## config.mk

```make
export PLATFORM = sky130hd
export DESIGN_NAME = prca_cell
export DESIGN_NICKNAME = d
export VERILOG_FILES = /design/src/rtl/point_rotate_about_center_macros.svh /design/src/rtl/prca_pkg.sv /design/src/rtl/prca_cell.sv
export SDC_FILE = /design/constraint.sdc
export NUM_CORES = 1
export LEC_CHECK = 0
export CORE_MARGIN = 2
export CORE_UTILIZATION = 60
export DETAILED_ROUTE_END_ITERATION = 16
export DONT_BUFFER_PORTS = 1
export PLACE_DENSITY_LB_ADDON = 0.3
export SLEW_MARGIN = 40
export SYNTH_ARGS = -nofsm -noshare
export SYNTH_HDL_FRONTEND = slang
export SYNTH_SLANG_ARGS = --single-unit
```

## constraint.sdc

```tcl
create_clock -name clk -period 6.9 [get_ports clk]
set_clock_uncertainty 0.15 [all_clocks]
set_input_delay 0.345 -clock clk [delete_from_list [all_inputs] [get_ports clk]]
set_output_delay 0.345 -clock clk [all_outputs]
set_load 0.05 [all_outputs]
```

## src/rtl/point_rotate_about_center_macros.svh

```systemverilog
// ----------------------------------------------------------------------------
// point rotate assertion macros
// concurrent check shorthands on clk with synchronous reset rst
// ----------------------------------------------------------------------------
`ifndef POINT_ROTATE_ABOUT_CENTER_MACROS_SVH
`define POINT_ROTATE_ABOUT_CENTER_MACROS_SVH
`ifndef SYNTHESIS
// same-cycle implication
`define PRCA_ASSERT_NOW(label, ante, cons) \
  label: assert property (@(posedge clk) disable iff (rst) (ante) |-> (cons)) \
    else $error("prca check failed");
// next-cycle implication
`define PRCA_ASSERT_NEXT(label, ante, cons) \
  label: assert property (@(posedge clk) disable iff (rst) (ante) |=> (cons)) \
    else $error("prca check failed");
`else
`define PRCA_ASSERT_NOW(label, ante, cons)
`define PRCA_ASSERT_NEXT(label, ante, cons)
`endif
`endif

```

## src/rtl/prca_pkg.sv

```systemverilog
// ----------------------------------------------------------------------------
// prca_pkg
// shared widths, constants, tables and types of the point rotation pipeline
// ----------------------------------------------------------------------------
package prca_pkg;

  localparam int COORD_BITS    = 24;
  localparam int CORDIC_STAGES = 18;
  localparam int FRAC_BITS     = 16;
  localparam int ANGLE_BITS    = 16;
  localparam int DW            = COORD_BITS + 1;          // offset width
  localparam int ALT_W         = COORD_BITS + 2;          // exact-path result width
  localparam int CW            = COORD_BITS + FRAC_BITS + 4; // cordic x/y width
  localparam int ZW            = 32;                      // angle residual width
  localparam int RW            = CW - FRAC_BITS;          // rounded width
  localparam int WW            = RW + 2;                  // final sum width
  localparam int PW            = DW + 31;                 // gain product width
  localparam int K_SHIFT       = 30 - FRAC_BITS;
  localparam int STAGE_BITS    = (CORDIC_STAGES > 1) ? $clog2(CORDIC_STAGES) : 1;
  localparam int CFG_IDX_W     = 3;
  localparam int CFG_DW        = (COORD_BITS > ANGLE_BITS) ? COORD_BITS : ANGLE_BITS;

  localparam longint COORD_HI = (longint'(1) <<< (COORD_BITS - 1)) - 1;
  localparam longint COORD_LO = -(longint'(1) <<< (COORD_BITS - 1));

  // cordic gain compensation in q30
  localparam logic signed [30:0] K_Q30 = 31'sd652032874;
  localparam logic [ANGLE_BITS-1:0] QUARTER = 16'h4000;

  typedef logic signed [COORD_BITS-1:0] prca_coord_t;
  typedef logic signed [DW-1:0]         prca_dw_t;
  typedef logic signed [ALT_W-1:0]      prca_alt_t;
  typedef logic signed [CW-1:0]         prca_cw_t;
  typedef logic signed [ZW-1:0]         prca_zw_t;
  typedef logic signed [RW-1:0]         prca_rw_t;
  typedef logic signed [WW-1:0]         prca_ww_t;
  typedef logic signed [PW-1:0]         prca_pw_t;
  typedef logic [STAGE_BITS-1:0]        prca_stage_t;

  localparam prca_cw_t ROUND_HALF = prca_cw_t'(longint'(1) <<< (FRAC_BITS - 1));

  // arctangent of 2^-i in 2^-32 turn
  localparam logic [31:0] ATAN_TAB [0:31] = '{
    32'h20000000, 32'h12E4051E, 32'h09FB385B, 32'h051111D4,
    32'h028B0D43, 32'h0145D7E1, 32'h00A2F61E, 32'h00517C55,
    32'h0028BE53, 32'h00145F2F, 32'h000A2F98, 32'h000517CC,
    32'h00028BE6, 32'h000145F3, 32'h0000A2FA, 32'h0000517D,
    32'h000028BE, 32'h0000145F, 32'h00000A30, 32'h00000518,
    32'h0000028C, 32'h00000146, 32'h000000A3, 32'h00000051,
    32'h00000029, 32'h00000014, 32'h0000000A, 32'h00000005,
    32'h00000003, 32'h00000001, 32'h00000001, 32'h00000000
  };

  typedef enum logic [CFG_IDX_W-1:0] {
    CFG_CENTER_X    = 3'd0,
    CFG_CENTER_Y    = 3'd1,
    CFG_ANGLE_TURNS = 3'd2,
    CFG_CLOCKWISE   = 3'd3
  } prca_cfg_idx_t;

  typedef enum logic [1:0] {
    MODE_CENTER  = 2'd0,
    MODE_QUARTER = 2'd1,
    MODE_CORDIC  = 2'd2
  } prca_mode_t;

  typedef struct packed {
    prca_coord_t point_x;
    prca_coord_t point_y;
  } prca_in_t;

  typedef struct packed {
    prca_coord_t rotated_x;
    prca_coord_t rotated_y;
    logic        saturated;
  } prca_out_t;

  typedef struct packed {
    prca_coord_t           center_x;
    prca_coord_t           center_y;
    logic [ANGLE_BITS-1:0] angle_turns;
    logic                  clockwise;
  } prca_cfg_t;

  // data that rides alongside the cordic values
  typedef struct packed {
    prca_mode_t mode;
    prca_alt_t  alt_x;
    prca_alt_t  alt_y;
  } prca_side_t;

  typedef struct packed {
    prca_cw_t   x;
    prca_cw_t   y;
    prca_zw_t   z;
    prca_side_t side;
  } prca_cell_t;

endpackage

```

## src/rtl/prca_cell.sv

```systemverilog
// ----------------------------------------------------------------------------
// prca_cell
// one cordic micro-rotation stage with its own handshake register
// ----------------------------------------------------------------------------
module prca_cell (
  input  logic                  clk,
  input  logic                  rst,
  input  prca_pkg::prca_stage_t stage,
  input  logic                  in_valid,
  output logic                  in_ready,
  input  prca_pkg::prca_cell_t  in_data,
  output logic                  out_valid,
  input  logic                  out_ready,
  output prca_pkg::prca_cell_t  out_data
);

  prca_pkg::prca_cw_t   xs;
  prca_pkg::prca_cw_t   ys;
  prca_pkg::prca_zw_t   at;
  prca_pkg::prca_cell_t step_next;

  assign in_ready = !out_valid || out_ready;

  assign xs = in_data.x >>> stage;
  assign ys = in_data.y >>> stage;
  assign at = prca_pkg::prca_zw_t'(prca_pkg::ATAN_TAB[stage]);

  always_comb begin
    step_next.side = in_data.side;
    // rotate toward zero residual
    if (!in_data.z[prca_pkg::ZW-1]) begin
      step_next.x = in_data.x - ys;
      step_next.y = in_data.y + xs;
      step_next.z = in_data.z - at;
    end else begin
      step_next.x = in_data.x + ys;
      step_next.y = in_data.y - xs;
      step_next.z = in_data.z + at;
    end
  end

  always_ff @(posedge clk) begin
    if (rst) begin
      out_valid <= 1'b0;
    end else if (in_ready) begin
      out_valid <= in_valid;
    end
  end

  always_ff @(posedge clk) begin
    if (in_valid && in_ready) begin
      out_data <= step_next;
    end
  end

endmodule

```

# Word level (Yosys, flattened, before mapping)
# Memory sizes are Yosys's and may differ from the RTL's.
# Index checks and enable logic that the tools add are counted.
# classes
addsub	6
mul	0
n_div	0
n_lt_le_gt_ge	1
eq_ne	0
n_shift	2
n_mux	3
bitwise_logic	1
reduce_logical	3
# op_table
cell	n
$mux 120	1
$add 44x44->44	2
$sshr 44x5->44	2
$sub 44x44->44	2
$mux 32	2
$add 32x32->32	1
$sub 32x32->32	1
$ge 6x6->1 const B	1
$not 5->6	1
$logic_and 1x1->1	1
$logic_not 1->1	1
$logic_or 1x1->1	1
# word_totals
ff_bits	175
latchBits	0
ramBits	0
mem_bits_ro	1024
inputBits	183
out_inout_bits	176
wordCells	24
memories	1
# memory_table
name	depth	width	read_ports	rd_ports_with_merged_regs	wr	line	text
(no name shown)	32	32	1	0	0	prca_cell.sv:26	assign at = prca_pkg::prca_zw_t'(prca_pkg::ATAN_TAB[stage]);

# Depth between registers and ports, before layout
# logic_depth
ltp_word	6
ltp_mapped	29
ltp_nobuf	22

# Worst setup path before layout
# Ideal clock, no wire load.
# synth_path
path_type	input-to-reg
startpoint	in stage[1]
endpoint	reg out_data[81] in the netlist's numbering, data pin
setup_ns	0.265
t_arrival_ns	6.504
required_time_ns	6.485
path_slack_ns	-0.019
stages	27
path_buffers	7
path_cell_list	buf_2 > clkinv_1 > buf_4 > clkbuf_1 > buf_1 > clkbuf_1 > clkbuf_1 > ha_1 > clkbuf_1 > o21a_1 > nor3_1 > a211oi_1 > a21oi_1 > ha_1 > nor2_1 > a21oi_1 > ha_1 > a211o_1 > a211oi_1 > o211ai_1 > a41o_1 > a211o_1 > a41o_1 > a311o_1 > a21oi_1 > o21ai_0 > xor2_1
# synth_rtl
element	line	text
from (decl)	prca_cell.sv:8	input prca_pkg::prca_stage_t stage,
to (signal assigned)	prca_cell.sv:52	out_data <= step_next;
to (decl)	prca_cell.sv:14	output prca_pkg::prca_cell_t out_data

==> summary.md <==
| Metric | Value |
|---|---|
| Initial cell density of the core | 0.610 |
| Worst path required time | 6.97 ns |
| Worst Hold Class | input port to flop |
| Number of synthesized register bits | 175 |
| Syn Inst Count | 2,328 |
| Multi-input combinational cell area | 15,500 sq um |
| Fin util | 0.651 |
| DRC violations left | 0 |
| Num rows | 69 |
| PD cells | 237 nW/um^2 |
| Sequential area share after synthesis | 0.242 |
| Synth area leaders | edfxtp_1, mux4_2, ha_1 |
| Clock root buffer | clkbuf_16 |
| Fin. Hold Viols | 0 |
| Vias after detailed routing | 20,200 |
| Reg2Reg Depth | 3 |
| Die width | 194 um |
| Final GP Congestion | 1.02 |
| DR top layer | met5 |
| Global-route wire length before repair | 118 mm |
| Routed WL | 77.7 mm |
| Nets | 2,629 |
| Setup violators final | 0 |
| Routed len/inst | 27.9 um |
| Yosys cell types | 95 |
| Core area | 35,600 sq um |
| Reg clk slew, reported paths | 0.08 ns |
| I/O Buffers | 0 |
| Critical path capture point | out_data[166] |
| Slew headroom | 0.385 |
| Mapped cell area | 21,700 sq um |
| Drt pass-1 iters | 5 |
| Fin crit share | 0.961 |
| Critical Path AT | 6.70 ns |
| Wl on met1 | 30.1 mm |
| Critical path class | input port to flop |
| Pleak | 8.95 nW |
| Largest net degree at the start of global routing | 185 |
| P&R area growth vs syn | 6.79% |
| Met2 routed WL | 33.9 mm |
| CP max FO | 184 |
| Grt ovf | 0 |
| Final slew viol count | 0 |
| Layout cells sized above 1 | 0.117 |
| CTS Buffer Depth | 2 |
| Top-count cell post-synth | a21oi_1 |
| CP Launch Point | stage[2] |
| Primary FF master, synth | edfxtp_1 |
| Crit end category | flop |
| Worst R2R Setup Slack | 4.29 ns |
| Mean post-synth cell area | 9.32 sq um |
| TritonCTS clock tree | built |
| R2R Path Start | out_valid |
| Number of top-level pins | 359 |
| Vias/cell | 7.26 |
| Met3 routed WL | 9.98 mm |
| ANT nets after route | 0 |
| Clock sinks | 175 |
| Final TNS setup | 0 ns |
| R2R Path End | out_data[142] |
| RSZ-0062 raised after global routing | no |
| Crit start category | input port |
| Total track usage | 0.404 |
| MaxCap Viol Count | 0 |
| Minimum clock period after layout | 6.63 ns |
| HPWL Detailed | 58.1 mm |
| Max Clk Rate | 151 MHz |
| Ys async rst share | 0 |
| Vias in the first global route | 19,500 |
| Initial antenna violation count | 3 |
| DRT iter0 DRCs | 2,894 |
| Maximum vdd ir drop | 0.245 mV |
| Synth top area share | 0.241 |
| # H-tree levels | 4 |
| Register area | 5250 sq um |
| Leading area contributor after synthesis | edfxtp_1 |
| Status | completed |
| Hold_sp | in_valid |
| Synth cell count leaders | a21oi_1, edfxtp_1, nand2_1 |
| Die area | 37,700 sq um |
| Post-route setup slack | 0.267 ns |
| Pre-CTS setup slack | 0.0168 ns |
| EDFF count, synth | 174 |
| Worst skew pair latency | 0.46 ns |
| Worst-margin pin slew | 0.919 ns |
| Cts bufs inserted | 17 |
| Post-Synthesis Net Count | 2,652 |
| Die height | 194 um |
| Fillers | 2,933 |
| Synthesis Warnings | 0 |
state kept, by name, indices dropped and copies added, names as in the netlist:
register   cells
out_data     174
out_valid      1
what timing repair did:
action                     in CTS  in global routing
hold endpoints to repair       59                  0
hold buffers                   60                  0
setup buffers                   0                  0
setup endpoints to repair       0                  1
resized for setup               0                  1
power breakdown:
part	internal (mW)	switching (mW)
clock network	0.531	0.520
registers	1.48	0.730
logic	0.966	1.27
total	2.98	2.52
area by class of cell:
class	count	area share
well taps	461	0.0249
repair buffers	105	0.0412
inverters	58	0.00940
flip-flops and latches	175	0.226
multi-input cells	1948	0.670
clock buffers	17	0.0184
diodes	5	0.000540
clock inverters	15	0.00908
cells in the final DEF (no fill, tap or decap), types with 16 or more instances in the layout:
| cell | count |
|---|---|
| o21a_1 | 37 |
| and2_1 | 21 |
| a21oi_1 | 200 |
| xnor2_1 | 136 |
| mux2_2 | 42 |
| o211ai_1 | 23 |
| clkbuf_16 | 17 |
| mux4_1 | 17 |
| a31oi_1 | 34 |
| and3_1 | 29 |
| o21bai_1 | 16 |
| a21o_1 | 67 |
| nand2b_1 | 34 |
| o22ai_1 | 16 |
| xor2_1 | 74 |
| or2_2 | 18 |
| nor2_1 | 169 |
| mux2i_1 | 78 |
| nand2_1 | 172 |
| nand4_1 | 18 |
| nor2b_1 | 40 |
| ha_1 | 138 |
| o21ai_0 | 118 |
| mux4_2 | 100 |
| buf_4 | 43 |
| edfxtp_1 | 174 |
| a211oi_1 | 24 |
| nor3_1 | 44 |
| inv_1 | 57 |
| nand3_1 | 42 |
| dlygate4sd3_1 | 60 |
through the flow:
| stage | total power, mW | instances | hold WS (ns) | cell area (sq um) |
|---|---|---|---|---|
| 2_1_floorplan | 3.92 | 2328 | 0.264 | 21700 |
| 3_3_place_gp | 4.32 | 2686 | 0.267 | 21900 |
| 3_5_place_dp | 4.35 | 2687 | 0.283 | 21900 |
| 4_1_cts | 5.45 | 2779 | 0.0440 | 23100 |
| 5_1_grt | 5.75 | 2779 | 0.0598 | 23100 |
| 6_report | 5.50 | 2784 | 0.0618 | 23200 |
worst max-delay path, cell delays in order:
cell and delay [ns]:
mux4_1 0.71, mux4_2 0.55, a222oi_1 0.47, and2_1 0.25, o211ai_1 0.16, or4_4 0.62
nor2_1 0.18, a21oi_1 0.11, xnor2_1 0.17, ha_1 0.37, a21oi_1 0.25, a21boi_0 0.13
a311oi_1 0.39, or2_2 0.18, o211a_1 0.24, a21oi_1 0.11, o21ai_0 0.39, o21ai_1 0.29
o41ai_1 0.44, xnor2_1 0.11
logic make-up (layout without fill, tap and decap cells):
| group | after synthesis | after routing | synth area share |
|---|---|---|---|
| buffers and inverters | 205 | 195 | 0.0430 |
| XOR/XNOR | 210 | 210 | 0.0848 |
| flip-flops | 175 | 175 | 0.242 |
| AND/OR/NAND/NOR | 655 | 655 | 0.151 |
| multiplexers | 237 | 237 | 0.182 |
| other | 0 | 5 | 0 |
| AO/OA/AOI/OAI | 705 | 705 | 0.215 |
| adder cells (fa/ha/maj) | 141 | 141 | 0.0824 |
worst min-delay path by stage:
stage | cells after the start | endpoint | slack, ns
6_report | 1 | out_data[51] | 0.06
5_1_grt | 1 | out_data[51] | 0.06
4_1_cts | 1 | out_data[51] | 0.04
3_5_place_dp | 1 | out_valid | 0.28
3_3_place_gp | 1 | out_valid | 0.27
2_1_floorplan | 1 | out_valid | 0.26
metal layers:
metal  track usage  vias to the layer above
li1              -                     8941
met1         0.536                     9571
met2         0.614                     1447
met3         0.118                      248
met4         0.178                        2
met5             0                        -
No activity file was read; power rests on OpenSTA's default activity.
