[src/rtl/point_rotate_about_center_macros.svh]
// ----------------------------------------------------------------------------
// point rotate assertion macros
// concurrent check shorthands on clk with synchronous reset rst
// ----------------------------------------------------------------------------
`ifndef POINT_ROTATE_ABOUT_CENTER_MACROS_SVH
`define POINT_ROTATE_ABOUT_CENTER_MACROS_SVH
`ifndef SYNTHESIS
// same-cycle implication
`define PRCA_ASSERT_NOW(label, ante, cons) \
  label: assert property (@(posedge clk) disable iff (rst) (ante) |-> (cons)) \
    else $error("prca check failed");
// next-cycle implication
`define PRCA_ASSERT_NEXT(label, ante, cons) \
  label: assert property (@(posedge clk) disable iff (rst) (ante) |=> (cons)) \
    else $error("prca check failed");
`else
`define PRCA_ASSERT_NOW(label, ante, cons)
`define PRCA_ASSERT_NEXT(label, ante, cons)
`endif
`endif

[src/rtl/prca_pkg.sv]
// ----------------------------------------------------------------------------
// prca_pkg
// shared widths, constants, tables and types of the point rotation pipeline
// ----------------------------------------------------------------------------
package prca_pkg;

  localparam int COORD_BITS    = 24;
  localparam int CORDIC_STAGES = 18;
  localparam int FRAC_BITS     = 16;
  localparam int ANGLE_BITS    = 16;
  localparam int DW            = COORD_BITS + 1;          // offset width
  localparam int ALT_W         = COORD_BITS + 2;          // exact-path result width
  localparam int CW            = COORD_BITS + FRAC_BITS + 4; // cordic x/y width
  localparam int ZW            = 32;                      // angle residual width
  localparam int RW            = CW - FRAC_BITS;          // rounded width
  localparam int WW            = RW + 2;                  // final sum width
  localparam int PW            = DW + 31;                 // gain product width
  localparam int K_SHIFT       = 30 - FRAC_BITS;
  localparam int STAGE_BITS    = (CORDIC_STAGES > 1) ? $clog2(CORDIC_STAGES) : 1;
  localparam int CFG_IDX_W     = 3;
  localparam int CFG_DW        = (COORD_BITS > ANGLE_BITS) ? COORD_BITS : ANGLE_BITS;

  localparam longint COORD_HI = (longint'(1) <<< (COORD_BITS - 1)) - 1;
  localparam longint COORD_LO = -(longint'(1) <<< (COORD_BITS - 1));

  // cordic gain compensation in q30
  localparam logic signed [30:0] K_Q30 = 31'sd652032874;
  localparam logic [ANGLE_BITS-1:0] QUARTER = 16'h4000;

  typedef logic signed [COORD_BITS-1:0] prca_coord_t;
  typedef logic signed [DW-1:0]         prca_dw_t;
  typedef logic signed [ALT_W-1:0]      prca_alt_t;
  typedef logic signed [CW-1:0]         prca_cw_t;
  typedef logic signed [ZW-1:0]         prca_zw_t;
  typedef logic signed [RW-1:0]         prca_rw_t;
  typedef logic signed [WW-1:0]         prca_ww_t;
  typedef logic signed [PW-1:0]         prca_pw_t;
  typedef logic [STAGE_BITS-1:0]        prca_stage_t;

  localparam prca_cw_t ROUND_HALF = prca_cw_t'(longint'(1) <<< (FRAC_BITS - 1));

  // arctangent of 2^-i in 2^-32 turn
  localparam logic [31:0] ATAN_TAB [0:31] = '{
    32'h20000000, 32'h12E4051E, 32'h09FB385B, 32'h051111D4,
    32'h028B0D43, 32'h0145D7E1, 32'h00A2F61E, 32'h00517C55,
    32'h0028BE53, 32'h00145F2F, 32'h000A2F98, 32'h000517CC,
    32'h00028BE6, 32'h000145F3, 32'h0000A2FA, 32'h0000517D,
    32'h000028BE, 32'h0000145F, 32'h00000A30, 32'h00000518,
    32'h0000028C, 32'h00000146, 32'h000000A3, 32'h00000051,
    32'h00000029, 32'h00000014, 32'h0000000A, 32'h00000005,
    32'h00000003, 32'h00000001, 32'h00000001, 32'h00000000
  };

  typedef enum logic [CFG_IDX_W-1:0] {
    CFG_CENTER_X    = 3'd0,
    CFG_CENTER_Y    = 3'd1,
    CFG_ANGLE_TURNS = 3'd2,
    CFG_CLOCKWISE   = 3'd3
  } prca_cfg_idx_t;

  typedef enum logic [1:0] {
    MODE_CENTER  = 2'd0,
    MODE_QUARTER = 2'd1,
    MODE_CORDIC  = 2'd2
  } prca_mode_t;

  typedef struct packed {
    prca_coord_t point_x;
    prca_coord_t point_y;
  } prca_in_t;

  typedef struct packed {
    prca_coord_t rotated_x;
    prca_coord_t rotated_y;
    logic        saturated;
  } prca_out_t;

  typedef struct packed {
    prca_coord_t           center_x;
    prca_coord_t           center_y;
    logic [ANGLE_BITS-1:0] angle_turns;
    logic                  clockwise;
  } prca_cfg_t;

  // data that rides alongside the cordic values
  typedef struct packed {
    prca_mode_t mode;
    prca_alt_t  alt_x;
    prca_alt_t  alt_y;
  } prca_side_t;

  typedef struct packed {
    prca_cw_t   x;
    prca_cw_t   y;
    prca_zw_t   z;
    prca_side_t side;
  } prca_cell_t;

endpackage

[src/rtl/prca_pre.sv]
// ----------------------------------------------------------------------------
// prca_pre
// offsets, gain compensation, exact paths and quadrant fold ahead of the cells
// ----------------------------------------------------------------------------
`include "point_rotate_about_center_macros.svh"

module prca_pre (
  input  logic                 clk,
  input  logic                 rst,
  input  prca_pkg::prca_cfg_t  cfg,
  input  logic                 in_valid,
  output logic                 in_ready,
  input  prca_pkg::prca_in_t   in_data,
  output logic                 out_valid,
  input  logic                 out_ready,
  output prca_pkg::prca_cell_t out_data
);

  localparam logic [1:0] QUAD_0   = 2'd0;
  localparam logic [1:0] QUAD_90  = 2'd1;
  localparam logic [1:0] QUAD_180 = 2'd2;
  localparam logic [1:0] QUAD_270 = 2'd3;

  localparam prca_pkg::prca_pw_t K_Q30_EXT = prca_pkg::prca_pw_t'(prca_pkg::K_Q30);

  // stage 1: offsets and path select
  logic                  s1_valid;
  logic                  s1_ready;
  prca_pkg::prca_dw_t    s1_dx;
  prca_pkg::prca_dw_t    s1_dy;
  prca_pkg::prca_coord_t s1_px;
  prca_pkg::prca_coord_t s1_py;
  prca_pkg::prca_mode_t  s1_mode;
  prca_pkg::prca_dw_t    dx_next;
  prca_pkg::prca_dw_t    dy_next;
  prca_pkg::prca_mode_t  mode_next;

  // stage 2: gain product and exact results
  logic                  s2_valid;
  logic                  s2_ready;
  prca_pkg::prca_cw_t    s2_x;
  prca_pkg::prca_cw_t    s2_y;
  prca_pkg::prca_side_t  s2_side;
  prca_pkg::prca_pw_t    prod_x;
  prca_pkg::prca_pw_t    prod_y;
  prca_pkg::prca_side_t  side_next;

  // stage 3: quadrant fold, feeds the first cell
  logic                  s3_ready;
  logic [31:0]           a32;
  logic [31:0]           phi;
  logic [31:0]           phi_bias;
  logic [1:0]            quad;
  logic [31:0]           res;
  prca_pkg::prca_cw_t    x_fold;
  prca_pkg::prca_cw_t    y_fold;

  assign s1_ready = !s1_valid || s2_ready;
  assign s2_ready = !s2_valid || s3_ready;
  assign s3_ready = !out_valid || out_ready;
  assign in_ready = s1_ready;

  assign dx_next = prca_pkg::prca_dw_t'(in_data.point_x) - prca_pkg::prca_dw_t'(cfg.center_x);
  assign dy_next = prca_pkg::prca_dw_t'(cfg.center_y) - prca_pkg::prca_dw_t'(in_data.point_y);

  always_comb begin
    if (dx_next == '0 && dy_next == '0) begin
      mode_next = prca_pkg::MODE_CENTER;
    end else if (cfg.angle_turns == prca_pkg::QUARTER) begin
      mode_next = prca_pkg::MODE_QUARTER;
    end else begin
      mode_next = prca_pkg::MODE_CORDIC;
    end
  end

  always_ff @(posedge clk) begin
    if (rst) begin
      s1_valid <= 1'b0;
    end else if (s1_ready) begin
      s1_valid <= in_valid;
    end
  end

  always_ff @(posedge clk) begin
    if (in_valid && s1_ready) begin
      s1_dx   <= dx_next;
      s1_dy   <= dy_next;
      s1_px   <= in_data.point_x;
      s1_py   <= in_data.point_y;
      s1_mode <= mode_next;
    end
  end

  assign prod_x = s1_dx * K_Q30_EXT;
  assign prod_y = s1_dy * K_Q30_EXT;

  always_comb begin
    side_next.mode = s1_mode;
    if (s1_mode == prca_pkg::MODE_CENTER) begin
      side_next.alt_x = prca_pkg::prca_alt_t'(s1_px);
      side_next.alt_y = prca_pkg::prca_alt_t'(s1_py);
    end else if (cfg.clockwise) begin
      side_next.alt_x = prca_pkg::prca_alt_t'(cfg.center_x) + prca_pkg::prca_alt_t'(s1_dy);
      side_next.alt_y = prca_pkg::prca_alt_t'(cfg.center_y) + prca_pkg::prca_alt_t'(s1_dx);
    end else begin
      side_next.alt_x = prca_pkg::prca_alt_t'(cfg.center_x) - prca_pkg::prca_alt_t'(s1_dy);
      side_next.alt_y = prca_pkg::prca_alt_t'(cfg.center_y) - prca_pkg::prca_alt_t'(s1_dx);
    end
  end

  always_ff @(posedge clk) begin
    if (rst) begin
      s2_valid <= 1'b0;
    end else if (s2_ready) begin
      s2_valid <= s1_valid;
    end
  end

  always_ff @(posedge clk) begin
    if (s1_valid && s2_ready) begin
      s2_x    <= prca_pkg::prca_cw_t'(prod_x >>> prca_pkg::K_SHIFT);
      s2_y    <= prca_pkg::prca_cw_t'(prod_y >>> prca_pkg::K_SHIFT);
      s2_side <= side_next;
    end
  end

  // nearest quarter turn taken out exactly, residual in [-1/8, 1/8) turn
  assign a32      = {cfg.angle_turns, 16'h0000};
  assign phi      = cfg.clockwise ? (32'h0000_0000 - a32) : a32;
  assign phi_bias = phi + 32'h2000_0000;
  assign quad     = phi_bias[31:30];
  assign res      = phi - {quad, 30'h0000_0000};

  always_comb begin
    case (quad)
      QUAD_0: begin
        x_fold = s2_x;
        y_fold = s2_y;
      end
      QUAD_90: begin
        x_fold = -s2_y;
        y_fold = s2_x;
      end
      QUAD_180: begin
        x_fold = -s2_x;
        y_fold = -s2_y;
      end
      QUAD_270: begin
        x_fold = s2_y;
        y_fold = -s2_x;
      end
      default: begin
        x_fold = s2_x;
        y_fold = s2_y;
      end
    endcase
  end

  always_ff @(posedge clk) begin
    if (rst) begin
      out_valid <= 1'b0;
    end else if (s3_ready) begin
      out_valid <= s2_valid;
    end
  end

  always_ff @(posedge clk) begin
    if (s2_valid && s3_ready) begin
      out_data.x    <= x_fold;
      out_data.y    <= y_fold;
      out_data.z    <= prca_pkg::prca_zw_t'(res);
      out_data.side <= s2_side;
    end
  end

  `PRCA_ASSERT_NEXT(a_accept_loads, in_valid && in_ready, s1_valid)
  `PRCA_ASSERT_NOW(a_center_zero, s1_valid && s1_mode == prca_pkg::MODE_CENTER, s1_dx == '0 && s1_dy == '0)
  `PRCA_ASSERT_NEXT(a_s2_holds, s2_valid && !s3_ready, s2_valid && $stable(s2_x) && $stable(s2_y))

endmodule

[config.mk]
export PLATFORM = sky130hd
export DESIGN_NAME = prca_pre
export DESIGN_NICKNAME = d
export VERILOG_FILES = /design/src/rtl/prca_pkg.sv /design/src/rtl/prca_pre.sv
export VERILOG_INCLUDE_DIRS = /design/src /design/src/rtl
export SDC_FILE = /design/constraint.sdc
export NUM_CORES = 2
export LEC_CHECK = 0
export ABC_AREA = 1
export BUFFER_PORTS_ARGS = -buffer_cell sky130_fd_sc_hd__buf_2
export CORE_UTILIZATION = 44
export CTS_CLUSTER_DIAMETER = 50
export DETAILED_ROUTE_END_ITERATION = 7
export PLACE_DENSITY = 0.61
export SLEW_MARGIN = 25
export SYNTH_ARGS = -nofsm -noshare
export SYNTH_HDL_FRONTEND = slang
export SYNTH_SLANG_ARGS = --single-unit
[constraint.sdc]
create_clock -name clk -period 11.7 [get_ports clk]
set_input_delay 1.17 -clock clk [delete_from_list [all_inputs] [get_ports clk]]
set_output_delay 1.17 -clock clk [all_outputs]
set_load 0.01 [all_outputs]
## Word-level counts from Yosys, hierarchy flattened

Cells that the tools add are included.

| storage, ports and cells | value |
|---|---|
| register bits after elaboration | 415 |
| input port bits | 117 |
| output and inout bits | 176 |
| word-level logic and storage cells | 56 |

| operators by class | value |
|---|---|
| add/subtract/negate cells | 11 |
| multipliers | 2 |
| equal/unequal tests | 4 |
| muxes and demuxes | 6 |
| reduce and logical (&&, ||, !) cells | 14 |

Operator list:

| operator | number |
|---|---|
| one-hot mux 44 bit (4 select lines) | 2 |
| multiplier 25 x 30 -> 55 bit, second input constant | 2 |
| two-way mux 52 bit | 2 |
| negator 42 -> 44 bit | 2 |
| adder 24 x 25 -> 26 bit | 2 |
| subtractor 24 x 25 -> 26 bit | 2 |
| logical NOT 25 bit | 2 |
| subtractor 24 x 24 -> 25 bit | 2 |
| adder 32 x 30 -> 32 bit, second input constant | 1 |
| two-way mux 32 bit | 1 |
| subtractor 1 x 32 -> 32 bit, first input constant | 1 |
| subtractor 32 bit | 1 |
| equality test 16 x 15 -> 1 bit, second input constant | 1 |
| equality test 2 bit, second input constant | 2 |
| logical AND 1 bit | 4 |
| logical NOT 2 bit | 2 |
| logical NOT 1 bit | 3 |
| logical OR 1 bit | 3 |
| equality test 2 x 1 -> 1 bit, second input constant | 1 |
| two-way mux 2 bit | 1 |

## Depth between registers and ports, before layout

| logic depth | value |
|---|---|
| depth in word-level cells | 5 |
| mapped depth | 29 |
| depth with buffers taken out | 29 |

## Worst setup path after synthesis

No wires, ideal clock.

| path | value |
|---|---|
| path type | input port to flip-flop |
| start point | in out_ready |
| end point | reg out_data[0] (netlist bit), enable pin |
| library setup time | 0.728 ns |
| arrival time | 8.763 ns |
| required time | 10.972 ns |
| slack | 2.209 ns |
| stages on the path | 2 |
| buffers on the path | 0 |
| path through | inv_1 > a21oi_1 |

| between the ends | value |
|---|---|
| cells in the longest elaborated chain, start to end | 2 |

Ends and longest elaborated chain:

| item | RTL line | RTL |
|---|---|---|
| from (decl) | prca_pre.sv:15 | `input logic out_ready,` |
| logical OR 1 bit | prca_pre.sv:60 | `assign s3_ready = !out_valid \|\| out_ready;` |
| logical AND 1 bit | prca_pre.sv:168 | `if (s2_valid && s3_ready) begin` |
| to (decl) | prca_pre.sv:16 | `output prca_pkg::prca_cell_t out_data` |

No other way between the ends.
A chain may end at the register's enable or synchronous reset.

## Worst setup path in the final report

| path | value |
|---|---|
| start point | reg s1_dx[5] |
| end point | reg s2_x[26] (data pin) |

| between the ends | value |
|---|---|
| cells in the longest elaborated chain, start to end | 1 |

Ends and longest elaborated chain:

| item | RTL line | RTL |
|---|---|---|
| from (decl) | prca_pre.sv:29 | `prca_pkg::prca_dw_t s1_dx;` |
| from (signal assigned) | prca_pre.sv:86 | `s1_dx <= dx_next;` |
| multiplier 25 x 30 -> 55 bit | prca_pre.sv:94 | `assign prod_x = s1_dx * K_Q30_EXT;` |
| net prod_x[40] | prca_pre.sv:44 | `prca_pkg::prca_pw_t prod_x;` |
| to (signal assigned) | prca_pre.sv:121 | `s2_x <= prca_pkg::prca_cw_t'(prod_x >>> prca_pkg::K_SHIFT);` |
| to (decl) | prca_pre.sv:41 | `prca_pkg::prca_cw_t s2_x;` |

The timed path passes the listed nets, and every way through them passes these cells.

==> flow_summary.yaml <==
clock_tree:
  postCtsSetupBuffers: 0
  clk_pin_slew_worst_paths_ns: 0.06
  clock_path_buffers: 3
  cts-root-buf: "clkbuf_16"
  cts_hold_buf: 0
  cts_max_level: 2
  cts_resized: 0
  clock_sinks: 399
  cts_buffers: 55
  clk_latency_ns: 0.67
  cts_tree: "done"
detailed_routing:
  wl_um: 177000
  drt_iter0_drc: 3337
  postRouteAntennaNets: 0
  drc: 0
  num_vias: 41420
  post_drt_wl_per_cell_um: 22.5
  viasPerCell: 5.27
  drt_first_pass_iters: 6
timing:
  whs_ns: 0.409
  setup_tns_ns: 0
  final.period_utilization_pct: 62.2
  skew_ns: 0.0593
  tightest_slew_ns: 1.09
  min_period_ns: 7.28
  relSlewSlack_pct: 26.8
  setup_viol_count_final: 0
  max_clock_freq_mhz: 137
  rsz0062_at_grt: "false"
  hold_violations: 0
  slew_violations: 0
critical_path:
  cp.arrival_ns: 7.73
  cp.required_ns: 12.15
  cpPeakStageDelay_ns: 0.80
  timing.rr.start: "s1_dx[5]"
  cp_slowest_cell: "edfxtp_1"
  reg2reg_slack_ns: 4.42
  cp_max_fo: 10
  setup.worst_path.start: "s1_dx[5]"
  critPathBufInv: 7
  endpoint: "s2_x[26]"
  critPathKind: "reg2reg"
  end_kind: "flop"
  r2r-end: "s2_x[26]"
  ff2ff_path_depth: 22
  crit_path_cell_trace: "inv_1 > ha_1 > inv_1 > fa_1 > inv_1 > fa_1 > fa_1 > fa_1 > fa_1 > inv_1 > fa_1 > inv_1 > ha_1 > nand2_1 > nor2_1 > inv_1 > nor2_1 > inv_1 > nor3_1 > a21oi_1 > o21ai_0 > xor2_1"
  path_common_cell: "inv_1"
  cp_top_family: "adder cells"
  cp-start-kind: "flop"
  worst-path-stages: 22
yosys:
  netlist_instances: 5987
  ys_seq_area_share_pct: 22.8
  ys.flop_type: "edfxtp_1"
  synth.mux.area_fraction_pct: 0
  yosysUniqueCellTypes: 55
  synthArstFlopShare_pct: 0
  synth_warnings: 0
  synth_top_family_by_area: "adder cells"
  ys_ff_latch: 399
  synth-edff-count: 396
  syn_area_um2: 52400
  synth_compound_area_share_pct: 7.25
  synth-xor-area-share_pct: 4.33
  yosys.area_share.simple_pct: 15.2
  post_synth.cell_area_avg_um2: 8.75
  synth_fa_ha_area_share_pct: 39.2
global_routing:
  grt_pass1_vias: 41684
  grt_pass1_wl_um: 262000
  grt_antenna_before_repair: 5
  grt.overflow.total: 0
  grt_max_degree: 86
  grt_usage_pct: 29.3
placed_design:
  place_inst: 7759
  placed_cell_area_um2: 55400
  hpwl_um: 155000
  portBuffers: 276
  place_congestion: 1.01
floorplanning:
  coreArea_um2: 118000
  ios: 293
  initial_utilization_pct: 44.3
  die_area_um2: 120000
  die_h_um: 347
  die_w_um: 347
  num_rows: 126
final_layout:
  instances_no_fill: 7861
  final_nets: 7664
  drive_above_1_share_pct: 7.23
  synthToLayoutAreaGrowth_pct: 9.39
  stdcell_area_um2: 57300
hold_path:
  hold_class: "reg2reg"
  min_path_cells: 0
status:
  status: "finished, final reports clean"
run:
  cap_violations: 0
## worst register-to-register path, stage by stage, from the launching register on
cell and delay (ns):
edfxtp_1 0.80, inv_1 0.32, ha_1 0.52, inv_1 0.13
fa_1 0.50, inv_1 0.09, fa_1 0.48, fa_1 0.60
fa_1 0.47, fa_1 0.56, inv_1 0.06, fa_1 0.52
inv_1 0.04, ha_1 0.36, nand2_1 0.11, nor2_1 0.10
inv_1 0.09, nor2_1 0.09, inv_1 0.05, nor3_1 0.46
a21oi_1 0.22, o21ai_0 0.22, xor2_1 0.30
## area by class of cell
class | count | area, um2
Fill cell | 11392 | 60800
Clock inverter | 38 | 430
Multi-Input combinational cell | 4092 | 34700
Timing Repair Buffer | 292 | 1500
Clock buffer | 63 | 1410
Sequential cell | 399 | 12000
Tap cell | 1536 | 1920
Antenna cell | 1 | 2.50
Inverter | 1440 | 5420
## how the worst min path moves through the flow
stage,start,end,slack [ns]
2_1_floorplan,s2_side[0],out_data[0],0.40
3_3_place_gp,s2_side[13],out_data[13],0.40
3_5_place_dp,s2_side[40],out_data[40],0.40
4_1_cts,s2_side[51],out_data[51],0.41
5_1_grt,s2_side[25],out_data[25],0.43
6_report,s2_side[51],out_data[51],0.41
## cell usage after synthesis (all sizes together), types with 7 or more instances
| cell type | count | area (um2) |
|---|---|---|
| xnor2 | 61 | 534 |
| buf | 50 | 362 |
| nand3 | 190 | 981 |
| nand3b | 14 | 105 |
| clkbuf | 21 | 78.8 |
| xor2 | 197 | 1730 |
| o21a | 19 | 143 |
| nand2 | 1044 | 3940 |
| a21o | 19 | 143 |
| o2111ai | 60 | 526 |
| inv | 1440 | 5410 |
| a31oi | 46 | 288 |
| a21oi | 279 | 1400 |
| ha | 643 | 8050 |
| nor2 | 459 | 1770 |
| fa | 624 | 12500 |
| edfxtp | 396 | 11900 |
| or2 | 27 | 169 |
| o211ai | 7 | 52.6 |
| nor3 | 63 | 355 |
| o21ai | 188 | 956 |
| nor4 | 30 | 188 |
| nand4 | 67 | 425 |
| o21bai | 20 | 150 |
## placed cells by master, fill, tap and decap left out, types with 179 or more instances in the layout
| master | instances |
|---|---|
| nand3_1 | 184 |
| edfxtp_1 | 396 |
| nand2_1 | 1039 |
| a21oi_1 | 278 |
| inv_1 | 1432 |
| buf_2 | 276 |
| nor2_1 | 448 |
| o21ai_0 | 179 |
| xor2_1 | 196 |
| ha_1 | 643 |
| fa_1 | 624 |
## kinds of logic after synthesis
family                     count (synthesis)
adders and majority gates               1267
other                                      1
xor gates and xnor gates                 258
buffers and inverters                   1511
DFF                                      399
and+or+nand+nor                         1897
AOI/OAI and AO/OA                        654
## registers in the layout (all words and copies together), names as in the netlist, 2 cells and up
signal    flops
out_data    158
s1_dx        25
s1_dy        25
s1_mode       2
s1_px        24
s1_py        24
s2_side      54
s2_x         42
s2_y         42
## stage by stage
stage	setup WS [ns]	util, %
after CTS	4.42	48.5
after floorplan	2.21	-
after global placement	4.31	47.0
after detailed placement	4.41	47.0
final	4.42	48.5
after global routing	4.05	48.5
## metal layers
| metal | global-route usage, % | wire length (um) | vias up |
|---|---|---|---|
| met5 | 0 | 64 | - |
| met4 | 8.50 | 5340 | 8 |
| met3 | 3.85 | 11400 | 234 |
| met2 | 46.8 | 79900 | 1456 |
| met1 | 41.4 | 80300 | 20212 |
| li1 | - | - | 19510 |
Power is left out: the tool's default activity adds up to more than one toggle a clock period on the data nets, which glitch-free logic cannot reach.
