===== src/rtl/point_rotate_about_center_macros.svh =====
// ----------------------------------------------------------------------------
// point rotate assertion macros
// concurrent check shorthands on clk with synchronous reset rst
// ----------------------------------------------------------------------------
`ifndef POINT_ROTATE_ABOUT_CENTER_MACROS_SVH
`define POINT_ROTATE_ABOUT_CENTER_MACROS_SVH
`ifndef SYNTHESIS
// same-cycle implication
`define PRCA_ASSERT_NOW(label, ante, cons) \
  label: assert property (@(posedge clk) disable iff (rst) (ante) |-> (cons)) \
    else $error("prca check failed");
// next-cycle implication
`define PRCA_ASSERT_NEXT(label, ante, cons) \
  label: assert property (@(posedge clk) disable iff (rst) (ante) |=> (cons)) \
    else $error("prca check failed");
`else
`define PRCA_ASSERT_NOW(label, ante, cons)
`define PRCA_ASSERT_NEXT(label, ante, cons)
`endif
`endif


===== src/rtl/prca_pkg.sv =====
// ----------------------------------------------------------------------------
// prca_pkg
// shared widths, constants, tables and types of the point rotation pipeline
// ----------------------------------------------------------------------------
package prca_pkg;

  localparam int COORD_BITS    = 24;
  localparam int CORDIC_STAGES = 18;
  localparam int FRAC_BITS     = 16;
  localparam int ANGLE_BITS    = 16;
  localparam int DW            = COORD_BITS + 1;          // offset width
  localparam int ALT_W         = COORD_BITS + 2;          // exact-path result width
  localparam int CW            = COORD_BITS + FRAC_BITS + 4; // cordic x/y width
  localparam int ZW            = 32;                      // angle residual width
  localparam int RW            = CW - FRAC_BITS;          // rounded width
  localparam int WW            = RW + 2;                  // final sum width
  localparam int PW            = DW + 31;                 // gain product width
  localparam int K_SHIFT       = 30 - FRAC_BITS;
  localparam int STAGE_BITS    = (CORDIC_STAGES > 1) ? $clog2(CORDIC_STAGES) : 1;
  localparam int CFG_IDX_W     = 3;
  localparam int CFG_DW        = (COORD_BITS > ANGLE_BITS) ? COORD_BITS : ANGLE_BITS;

  localparam longint COORD_HI = (longint'(1) <<< (COORD_BITS - 1)) - 1;
  localparam longint COORD_LO = -(longint'(1) <<< (COORD_BITS - 1));

  // cordic gain compensation in q30
  localparam logic signed [30:0] K_Q30 = 31'sd652032874;
  localparam logic [ANGLE_BITS-1:0] QUARTER = 16'h4000;

  typedef logic signed [COORD_BITS-1:0] prca_coord_t;
  typedef logic signed [DW-1:0]         prca_dw_t;
  typedef logic signed [ALT_W-1:0]      prca_alt_t;
  typedef logic signed [CW-1:0]         prca_cw_t;
  typedef logic signed [ZW-1:0]         prca_zw_t;
  typedef logic signed [RW-1:0]         prca_rw_t;
  typedef logic signed [WW-1:0]         prca_ww_t;
  typedef logic signed [PW-1:0]         prca_pw_t;
  typedef logic [STAGE_BITS-1:0]        prca_stage_t;

  localparam prca_cw_t ROUND_HALF = prca_cw_t'(longint'(1) <<< (FRAC_BITS - 1));

  // arctangent of 2^-i in 2^-32 turn
  localparam logic [31:0] ATAN_TAB [0:31] = '{
    32'h20000000, 32'h12E4051E, 32'h09FB385B, 32'h051111D4,
    32'h028B0D43, 32'h0145D7E1, 32'h00A2F61E, 32'h00517C55,
    32'h0028BE53, 32'h00145F2F, 32'h000A2F98, 32'h000517CC,
    32'h00028BE6, 32'h000145F3, 32'h0000A2FA, 32'h0000517D,
    32'h000028BE, 32'h0000145F, 32'h00000A30, 32'h00000518,
    32'h0000028C, 32'h00000146, 32'h000000A3, 32'h00000051,
    32'h00000029, 32'h00000014, 32'h0000000A, 32'h00000005,
    32'h00000003, 32'h00000001, 32'h00000001, 32'h00000000
  };

  typedef enum logic [CFG_IDX_W-1:0] {
    CFG_CENTER_X    = 3'd0,
    CFG_CENTER_Y    = 3'd1,
    CFG_ANGLE_TURNS = 3'd2,
    CFG_CLOCKWISE   = 3'd3
  } prca_cfg_idx_t;

  typedef enum logic [1:0] {
    MODE_CENTER  = 2'd0,
    MODE_QUARTER = 2'd1,
    MODE_CORDIC  = 2'd2
  } prca_mode_t;

  typedef struct packed {
    prca_coord_t point_x;
    prca_coord_t point_y;
  } prca_in_t;

  typedef struct packed {
    prca_coord_t rotated_x;
    prca_coord_t rotated_y;
    logic        saturated;
  } prca_out_t;

  typedef struct packed {
    prca_coord_t           center_x;
    prca_coord_t           center_y;
    logic [ANGLE_BITS-1:0] angle_turns;
    logic                  clockwise;
  } prca_cfg_t;

  // data that rides alongside the cordic values
  typedef struct packed {
    prca_mode_t mode;
    prca_alt_t  alt_x;
    prca_alt_t  alt_y;
  } prca_side_t;

  typedef struct packed {
    prca_cw_t   x;
    prca_cw_t   y;
    prca_zw_t   z;
    prca_side_t side;
  } prca_cell_t;

endpackage


===== src/rtl/prca_post.sv =====
// ----------------------------------------------------------------------------
// prca_post
// rounding, re-centering, saturation and the result register
// ----------------------------------------------------------------------------
`include "point_rotate_about_center_macros.svh"

module prca_post (
  input  logic                 clk,
  input  logic                 rst,
  input  prca_pkg::prca_cfg_t  cfg,
  input  logic                 in_valid,
  output logic                 in_ready,
  input  prca_pkg::prca_cell_t in_data,
  output logic                 out_valid,
  input  logic                 out_ready,
  output prca_pkg::prca_out_t  out_data
);

  localparam prca_pkg::prca_ww_t HI = prca_pkg::prca_ww_t'(prca_pkg::COORD_HI);
  localparam prca_pkg::prca_ww_t LO = prca_pkg::prca_ww_t'(prca_pkg::COORD_LO);

  // stage a: rounded cordic results
  logic                 a_valid;
  logic                 a_ready;
  prca_pkg::prca_rw_t   a_rx;
  prca_pkg::prca_rw_t   a_ry;
  prca_pkg::prca_side_t a_side;
  prca_pkg::prca_cw_t   x_adj;
  prca_pkg::prca_cw_t   y_adj;

  // stage b: result register
  logic                 b_ready;
  prca_pkg::prca_mode_t b_mode;
  prca_pkg::prca_ww_t   ox_w;
  prca_pkg::prca_ww_t   oy_w;
  logic                 x_hi;
  logic                 x_lo;
  logic                 y_hi;
  logic                 y_lo;
  prca_pkg::prca_out_t  res_next;

  assign a_ready  = !a_valid || b_ready;
  assign b_ready  = !out_valid || out_ready;
  assign in_ready = a_ready;

  // halves away from zero: negative values take one less of bias before floor
  assign x_adj = in_data.x + (in_data.x[prca_pkg::CW-1] ?
                              (prca_pkg::ROUND_HALF - prca_pkg::prca_cw_t'(1)) :
                              prca_pkg::ROUND_HALF);
  assign y_adj = in_data.y + (in_data.y[prca_pkg::CW-1] ?
                              (prca_pkg::ROUND_HALF - prca_pkg::prca_cw_t'(1)) :
                              prca_pkg::ROUND_HALF);

  always_ff @(posedge clk) begin
    if (rst) begin
      a_valid <= 1'b0;
    end else if (a_ready) begin
      a_valid <= in_valid;
    end
  end

  always_ff @(posedge clk) begin
    if (in_valid && a_ready) begin
      a_rx   <= prca_pkg::prca_rw_t'(x_adj >>> prca_pkg::FRAC_BITS);
      a_ry   <= prca_pkg::prca_rw_t'(y_adj >>> prca_pkg::FRAC_BITS);
      a_side <= in_data.side;
    end
  end

  always_comb begin
    if (a_side.mode == prca_pkg::MODE_CORDIC) begin
      ox_w = prca_pkg::prca_ww_t'(cfg.center_x) + prca_pkg::prca_ww_t'(a_rx);
      oy_w = prca_pkg::prca_ww_t'(cfg.center_y) - prca_pkg::prca_ww_t'(a_ry);
    end else begin
      ox_w = prca_pkg::prca_ww_t'(a_side.alt_x);
      oy_w = prca_pkg::prca_ww_t'(a_side.alt_y);
    end
  end

  assign x_hi = ox_w > HI;
  assign x_lo = ox_w < LO;
  assign y_hi = oy_w > HI;
  assign y_lo = oy_w < LO;

  always_comb begin
    res_next.rotated_x = x_hi ? prca_pkg::prca_coord_t'(HI) :
                         x_lo ? prca_pkg::prca_coord_t'(LO) : prca_pkg::prca_coord_t'(ox_w);
    res_next.rotated_y = y_hi ? prca_pkg::prca_coord_t'(HI) :
                         y_lo ? prca_pkg::prca_coord_t'(LO) : prca_pkg::prca_coord_t'(oy_w);
    res_next.saturated = x_hi || x_lo || y_hi || y_lo;
  end

  always_ff @(posedge clk) begin
    if (rst) begin
      out_valid <= 1'b0;
    end else if (b_ready) begin
      out_valid <= a_valid;
    end
  end

  always_ff @(posedge clk) begin
    if (a_valid && b_ready) begin
      out_data <= res_next;
      b_mode   <= a_side.mode;
    end
  end

  `PRCA_ASSERT_NEXT(a_a_to_b, a_valid && b_ready, out_valid)
  `PRCA_ASSERT_NOW(a_center_no_sat, out_valid && b_mode == prca_pkg::MODE_CENTER, !out_data.saturated)
  `PRCA_ASSERT_NEXT(a_a_holds, a_valid && !b_ready, a_valid && $stable(a_rx) && $stable(a_ry))

endmodule


===== config.mk =====
export PLATFORM = sky130hd
export DESIGN_NAME = prca_post
export DESIGN_NICKNAME = d
export VERILOG_FILES = /design/src/rtl/prca_pkg.sv /design/src/rtl/prca_post.sv
export VERILOG_INCLUDE_DIRS = /design/src /design/src/rtl
export SDC_FILE = /design/constraint.sdc
export NUM_CORES = 1
export LEC_CHECK = 0
export BUFFER_PORTS_ARGS = -buffer_cell sky130_fd_sc_hd__buf_2
export CAP_MARGIN = 20
export CORE_MARGIN = 3
export CORE_UTILIZATION = 35
export CTS_BUF_LIST = sky130_fd_sc_hd__clkbuf_4
export CTS_CLUSTER_DIAMETER = 30
export CTS_CLUSTER_SIZE = 28
export DETAILED_ROUTE_END_ITERATION = 8
export GPL_ROUTABILITY_DRIVEN = 0
export HOLD_SLACK_MARGIN = 0.15
export PLACE_DENSITY = 0.69
export SYNTH_ARGS = -nofsm -noshare
export SYNTH_HDL_FRONTEND = slang
export SYNTH_SLANG_ARGS = --single-unit

===== constraint.sdc =====
create_clock -name clk -period 5.6 [get_ports clk]
set_clock_uncertainty 0.2 [all_clocks]
set_input_delay 1.12 -clock clk [delete_from_list [all_inputs] [get_ports clk]]
set_output_delay 1.12 -clock clk [all_outputs]
set_load 0.005 [all_outputs]

# Word level (Yosys, flattened, before mapping)
# Cells that the tools add are included.
# W data, S select, Z words.
# word_totals
ff_bits,161
out_inout_bits,51
elab_cells,34
# op_classes
add_sub_neg,4
magnitude_cmp,4
n_eq_ne,1
mux,6
reduce_logical,9
# ops
operator,n
$add A44 B17 Y44,2
$gt A30 B24 Y1 const B,2
$lt A30 B24 Y1 const B,2
$mux W30,2
$mux W24,2
$mux W16,2
$add A24 B28 Y29,1
$sub A24 B28 Y29,1
$logic_or A1 B1 Y1,5
$eq A2 B2 Y1 const B,1
$logic_and A1 B1 Y1,2
$logic_not A1 Y1,2

# Logic depth before layout (Yosys ltp)
# Gate-level depths: netlist of run 1.
# depth
depth_word,6
depth_mapped,14
depth_no_buf,13

# Worst setup path after synthesis of run 1
# OpenSTA, ideal clock, no wires.
# synth_path
kind,input-to-reg
from,input out_ready
to,"register a_rx[0], enable pin"
setup_time_ps,481
arrival_ps,3822
required_time_ps,4919
setup_slack_ps,1097
cell_stages,3
n_path_buf,0
cell_sequence,nor2b_1 nand2_1 and2_1
# synth_between
elab_chain_len,3
# synth_lines
item,line_no,text
"start, declared",prca_post.sv:15,"input logic out_ready,"
$logic_or A1 B1 Y1,prca_post.sv:43,assign b_ready = !out_valid || out_ready;
$logic_or A1 B1 Y1,prca_post.sv:42,assign a_ready = !a_valid || b_ready;
net in_ready,prca_post.sv:12,"output logic in_ready,"
$logic_and A1 B1 Y1,prca_post.sv:63,if (in_valid && a_ready) begin
"end signal, assigned",prca_post.sv:64,a_rx <= prca_pkg::prca_rw_t'(x_adj >>> prca_pkg::FRAC_BITS);
"end, declared",prca_post.sv:25,prca_pkg::prca_rw_t a_rx;
# The timed path passes the listed nets, and every way through them passes these cells.
# A chain may end at the register's enable or synchronous reset.

# Worst setup path in the final report of run 1
# layout_path
from,input cfg[41] (netlist name)
to,"register out_data[36] (netlist name), data pin"
# layout_between
elab_chain_len,4
word_cells_on_any_way,5
classes_between,add/sub (1); order compare (2); mux (2)
# layout_lines
item,line_no,text
"start, declared",prca_post.sv:10,"input prca_pkg::prca_cfg_t cfg,"
$add A24 B28 Y29 *,prca_post.sv:72,ox_w = prca_pkg::prca_ww_t'(cfg.center_x) + prca_pkg::prca_ww_t'(a_rx);
$mux W30 *,prca_post.sv:71,if (a_side.mode == prca_pkg::MODE_CORDIC) begin
$lt A30 B24 Y1,prca_post.sv:81,assign x_lo = ox_w < LO;
$mux W24,prca_post.sv:87,x_lo ? prca_pkg::prca_coord_t'(LO) : prca_pkg::prca_coord_t'(ox_w);
"end signal, assigned",prca_post.sv:103,out_data <= res_next;
"end, declared",prca_post.sv:16,output prca_pkg::prca_out_t out_data
# Every way passes the cells marked *; elsewhere a longest branch is shown, timed or not.

==> results of run 1 <==
-- routing by layer --
layer  vias to the layer above  track usage [%]
met5                         -                0
met4                         8             6.98
met3                        55             3.54
met2                       249             25.9
met1                      4177             22.6
li1                       4434                -
-- through the flow --
step | hold WS, ps | instance area [µm²] | total power, mW | cells
2_1_floorplan | 278 | 11000 | 2.04 | 1047
3_3_place_gp | 299 | 12600 | 2.28 | 1664
3_5_place_dp | 310 | 12600 | 2.30 | 1664
4_1_cts | 333 | 12900 | 2.97 | 1695
5_1_grt | 347 | 12900 | 3.12 | 1705
6_report | 323 | 12900 | 2.95 | 1705
-- state kept, by name (all words and copies together) (netlist names) --
register and count:
a_rx 28, out_valid 1, a_side 54, a_valid 1, out_data 49, a_ry 28
-- layout make-up --
type / instances / area (µm²)
clock inverter: 14 / 131
antenna: 10 / 25.0
timing repair buffer: 254 / 1300
sequential: 161 / 4810
fill: 2979 / 17900
tap: 396 / 495
clock buffer: 17 / 128
inverter: 51 / 191
multi-input combinational: 802 / 5820
-- worst max-delay path by stage --
stage | from | endpoint | slack (ps) | cells after the start
6_report | cfg[41] | out_data[36] | 1190 | 14
5_1_grt | cfg[41] | out_data[36] | 1060 | 14
4_1_cts | cfg[41] | out_data[36] | 1350 | 14
3_5_place_dp | cfg[41] | out_data[36] | 700 | 14
3_3_place_gp | cfg[41] | out_data[37] | 810 | 14
2_1_floorplan | out_ready | a_rx[0] | 1100 | 3
-- power by group --
group,switching (mW),internal (mW)
combinational,0.487,0.344
clock,0.450,0.223
sequential,0.0229,1.42
-- logic make-up (layout without fill, tap and decap cells) --
logic type	Yosys count	count (layout)	synth area share, %
AND/OR/NAND/NOR	316	316	14.8
other	0	10	0
XOR/XNOR	95	95	7.61
multiplexers	12	12	1.10
buffers and inverters	84	336	3.70
AO/OA/AOI/OAI	291	291	19.0
flip-flops	161	161	43.6
adder cells (fa/ha/maj)	88	88	10.1
-- critical path, cell delays in order --
cell       delay (ps)
buf_2             100
ha_1              210
inv_1              70
fa_1              180
and2b_1           210
o2111ai_1         350
a211oi_2          220
o21bai_1          300
a21oi_1           110
o311ai_1          510
nand2_1           420
a21oi_2           340
buf_4             270
o21ai_1           110
-- cells in the final DEF, fill, tap and decap left out, drive strengths merged, types with 17 or more instances in the layout --
cell type  instances
a21o              27
edfxtp           159
inv               57
nand3             41
clkbuf            17
nor2              64
and3              20
a21oi             92
xor2              33
nand2             84
o21ai             52
ha                86
xnor2             62
nor3              32
buf              254
o22ai             23
==> run summary, run 1 <==
FF-to-FF setup slack -> 1450 ps
yosys warns -> 0
CTS tree -> done
Yosys cell types -> 98
final WL -> 29.1 mm
slew margin rel. -> 38.1%
Crit Path Max Fanout -> 16
first-pass GRT wire length -> 44.4 mm
die area -> 33700 µm²
hold path depth -> 2
Hold Buf Count CTS -> 0
nets -> 1618
dpl ws -> 700 ps
core area -> 30800 µm²
Final WS setup -> 1190 ps
Synth area leader -> edfxtp_1
layout cells sized above 1 -> 26.8%
Final min period -> 4410 ps
via count -> 8923
metal1 wirelength -> 13.2 mm
worst r2r path cells -> 13
top-count cell post-synth -> edfxtp_1
via count of the first global-routing pass -> 8368
top layer reached by signal wires -> met5
Tcrit/Tclk final -> 78.8%
Post-CTS Setup Bufs -> 0
grt total ovfl -> 0
Peak supply drop -> 0.125 mV
clk_lat worst skew -> 590 ps
Synth top cells by count -> edfxtp_1 (159), a21oi_1 (89), ha_1 (86)
DPL Wire Length -> 23.2 mm
Async SR Flop Fraction -> 0%
drt via density -> 5.23
clock sinks -> 161
drt pass-1 iters -> 7
Mapped Cells -> 1047
Setup violations, final -> 0
Hold Violations, Final -> 0
synthesized area -> 11000 µm²
status -> complete, no violations
total power divided by cell area -> 229 nW/µm²
HP Class -> flop to flop
initial DRC count -> 507
Rows -> 64
initial antenna violation count -> 15
Tot GR Track Use -> 16.7%
Num CTS Buffers -> 17
Post-synth top flop -> edfxtp_1
area grow syn2layout -> 17.0%
Root Driver -> clkbuf_4
synth top area cells -> edfxtp_1 (43%), ha_1 (9.8%), xnor2_1 (4.8%), a21oi_1 (4.0%), nand2_1 (2.9%)
leakage power -> 5.37 nW
Routed Antenna Nets -> 0
largest net degree at the start of global routing -> 50
routed length per instance -> 17.0 µm
initial core utilization -> 35.8%
total of max-cap violations -> 0
IO buf count -> 244
utilization after layout -> 41.9%
Die Wd -> 184 µm
Yosys reg bits -> 161
Die Span Y -> 184 µm
H-tree depth -> 4
Avg Inst Size Synth -> 10.5 µm²
Synth top area share -> 43.3%
worst r2r src -> a_rx[0]
Setup crit end kind -> flop
CP arrival -> 4540 ps
RSZ-0062 raised after global routing -> no
Met3 Wirelength -> 1.45 mm
HP Start -> a_valid
Max Root-Sink Buffers -> 2
Worst setup SP type -> primary input
post-synth net total -> 1378
register area share after synthesis -> 43.6%
Worst EP required -> 5720 ps
drt drc -> 0
metal2 WL -> 13.6 mm
FMAX -> 0.227 GHz
worst min-delay path endpoint -> out_valid
Setup TNS -> 0 ps
Ports -> 294
worst reg2reg path endpoint -> out_data[36]
post-cts sizing count -> 0
worst-margin pin slew -> 928 ps
CP Class -> primary input to flop
Max Slew Vio Count -> 0
Post-synth EDFFs -> 159
Clock Pin Slew Worst Setup and Hold Paths -> 150 ps
(Power assumes the default switching activity.)
==> inputs of run 2 (changes only) <==
==> constraint.sdc (replaced) <==
create_clock -name clk -period 4.4 [get_ports clk]
set_clock_uncertainty 0.2 [all_clocks]
set_input_delay 0.88 -clock clk [delete_from_list [all_inputs] [get_ports clk]]
set_output_delay 0.88 -clock clk [all_outputs]
set_load 0.005 [all_outputs]
==> run summary, run 2 (synthesized netlist as in run 1, its figures left out) <==
die area -> 33700 µm² (unchanged)
Ports -> 294 (unchanged)
fin cells -> 1711 (+0.35%)
Num CTS Buffers -> 17 (unchanged)
Largest regs -> a_side: 54 flops, out_data: 49 flops
worst reg2reg path endpoint -> out_data[12]
leakage power -> 5.43 nW (+1.2%)
first-pass GRT wire length -> 44.0 mm (-0.95%)
Worst EP required -> 4630 ps (-1090 ps)
met1 Usage GRT -> 22.3% (-0.29 points)
fillers -> 2953 (-0.87%)
status -> complete, no violations
clock sinks -> 161 (unchanged)
slew margin rel. -> 46.6% (+8.5 points)
Most Crowded Layer GR -> met2
met2 usage -> 26.1% (+0.19 points)
Die Wd -> 184 µm (unchanged)
Top reg by flops -> a_side
post-cts sizing count -> 0 (unchanged)
initial DRC count -> 592 (+17%)
initial core utilization -> 35.8% (unchanged)
Tot GR Track Use -> 16.5% (-0.22 points)
CP arrival -> 4080 ps (-460 ps)
Die Span Y -> 184 µm (unchanged)
via count -> 8971 (+0.54%)
largest net degree at the start of global routing -> 47 (-6.0%)
dpl ws -> -28.0 ps (-728 ps)
total power divided by cell area -> 291 nW/µm² (+27%)
CP Class -> flop to flop
routed length per instance -> 16.9 µm (-1.1%)
drt pass-1 iters -> 5 (-2)
Clock Pin Slew Worst Setup and Hold Paths -> 160 ps (about the same)
CTS tree -> done
most frequent cells in the layout -> buf_2 (244), edfxtp_1 (159), a21oi_1 (89), ha_1 (86), nand2_1 (84)
initial antenna violation count -> 11 (-4)
worst r2r src -> a_ry[0]
Tcrit/Tclk final -> 87.6%
grt total ovfl -> 0 (unchanged)
Placed Instances -> 1671 (+0.42%)
DPL Wire Length -> 23.1 mm (-0.39%)
CP cell instances -> ha_1, fa_1, nor2b_4, o2111ai_1, and4bb_4, o41ai_2, a211oi_2, xnor2_2, or2_1, o41a_4, o22ai_1
max reg flops -> 54 (unchanged)
via count of the first global-routing pass -> 8419 (+0.61%)
drt via density -> 5.24 (+0.19%)
commonest non-fill, non-tap cell in the layout -> buf_2
FMAX -> 0.260 GHz
Final WS setup -> 547 ps (-642 ps)
nets -> 1625 (+0.43%)
CP max stage cell -> o41ai_2
drt drc -> 0 (unchanged)
Routed Antenna Nets -> 0 (unchanged)
Worst setup SP type -> flop
Post-CTS Setup Bufs -> 0 (unchanged)
Setup TNS -> 0 ps (unchanged)
IO buf count -> 244 (unchanged)
worst-margin pin slew -> 801 ps (-127 ps)
Setup crit end kind -> flop
Setup violations, final -> 0 (unchanged)
FF-to-FF setup slack -> 550 ps (-900 ps)
Root Driver -> clkbuf_4
Hold Buf Count CTS -> 0 (unchanged)
Peak supply drop -> 0.116 mV (-7.4%)
HP Start -> in_data[41]
total of max-cap violations -> 0 (unchanged)
worst min-delay path endpoint -> a_side[41]
clk_lat worst skew -> 590 ps (about the same)
final WL -> 28.8 mm (-0.72%)
RSZ-0062 raised after global routing -> no
slowest stage delay, CP -> 540 ps (+30 ps)
layout cells sized above 1 -> 27.2% (+0.45 points)
Hold Violations, Final -> 0 (unchanged)
worst r2r path cells -> 11 (-2)
core area -> 30800 µm² (unchanged)
met3 usage -> 3.36% (-0.18 points)
hold path depth -> 1 (-1)
Final min period -> 3850 ps
Max Slew Vio Count -> 0 (unchanged)
Crit Path Max Fanout -> 22 (+6)
H-tree depth -> 4 (unchanged)
Rows -> 64 (unchanged)
area grow syn2layout -> 17.8%
HP Class -> primary input to flop
Fin Hold WS -> 240 ps (-82.8 ps)
Max Root-Sink Buffers -> 2 (unchanged)
## run 2: cell type report
class	count	area (µm²)	area share (%)
Tap cell	396	495	3.81
Timing Repair Buffer	261	1390	10.7
Antenna cell	8	20.0	0.154
Inverter	51	191	1.47
Clock inverter	14	130	1.00
Multi-Input combinational cell	802	5820	44.8
Sequential cell	161	4810	37.0
Clock buffer	18	135	1.04
## run 2: layer usage
metal / vias to the layer above / wire length [µm]
met5: - / 47
met4: 6 / 761
met3: 47 / 1380
met2: 225 / 13500
met1: 4232 / 13200
li1: 4461 / -
## run 2: critical path, delay by kind of cell, from the launching register on
family / cells / cell delay, ps
AO/OA/AOI/OAI: 5 / 1570
XOR/XNOR: 1 / 160
adder cells (fa/ha/maj): 2 / 670
flip-flops: 1 / 430
AND/OR/NAND/NOR: 3 / 650
## run 2: power by group
group	internal (mW)	switching, mW
combinational	0.452	0.621
clock	0.295	0.573
sequential	1.81	0.0285
total	2.56	1.22
## run 2: worst max path at each step
stage	start	endpoint	slack, ps
4_1_cts	a_ry[0]	out_data[12]	560
3_5_place_dp	cfg[41]	out_data[41]	-30
6_report	a_ry[0]	out_data[12]	550
5_1_grt	a_rx[0]	out_data[41]	230
2_1_floorplan	out_ready	a_rx[0]	140
3_3_place_gp	cfg[17]	out_data[0]	7
## run 2: through the flow
| stage | area [µm²] | total power, mW | util [%] |
|---|---|---|---|
| floorplan | 11000 | 2.60 | - |
| global route | 13000 | 4.00 | 42.1 |
| detailed placement | 12700 | 2.94 | 41.2 |
| CTS | 13000 | 3.81 | 42.1 |
| global placement | 12700 | 2.92 | 41.2 |
| finish | 13000 | 3.78 | 42.2 |
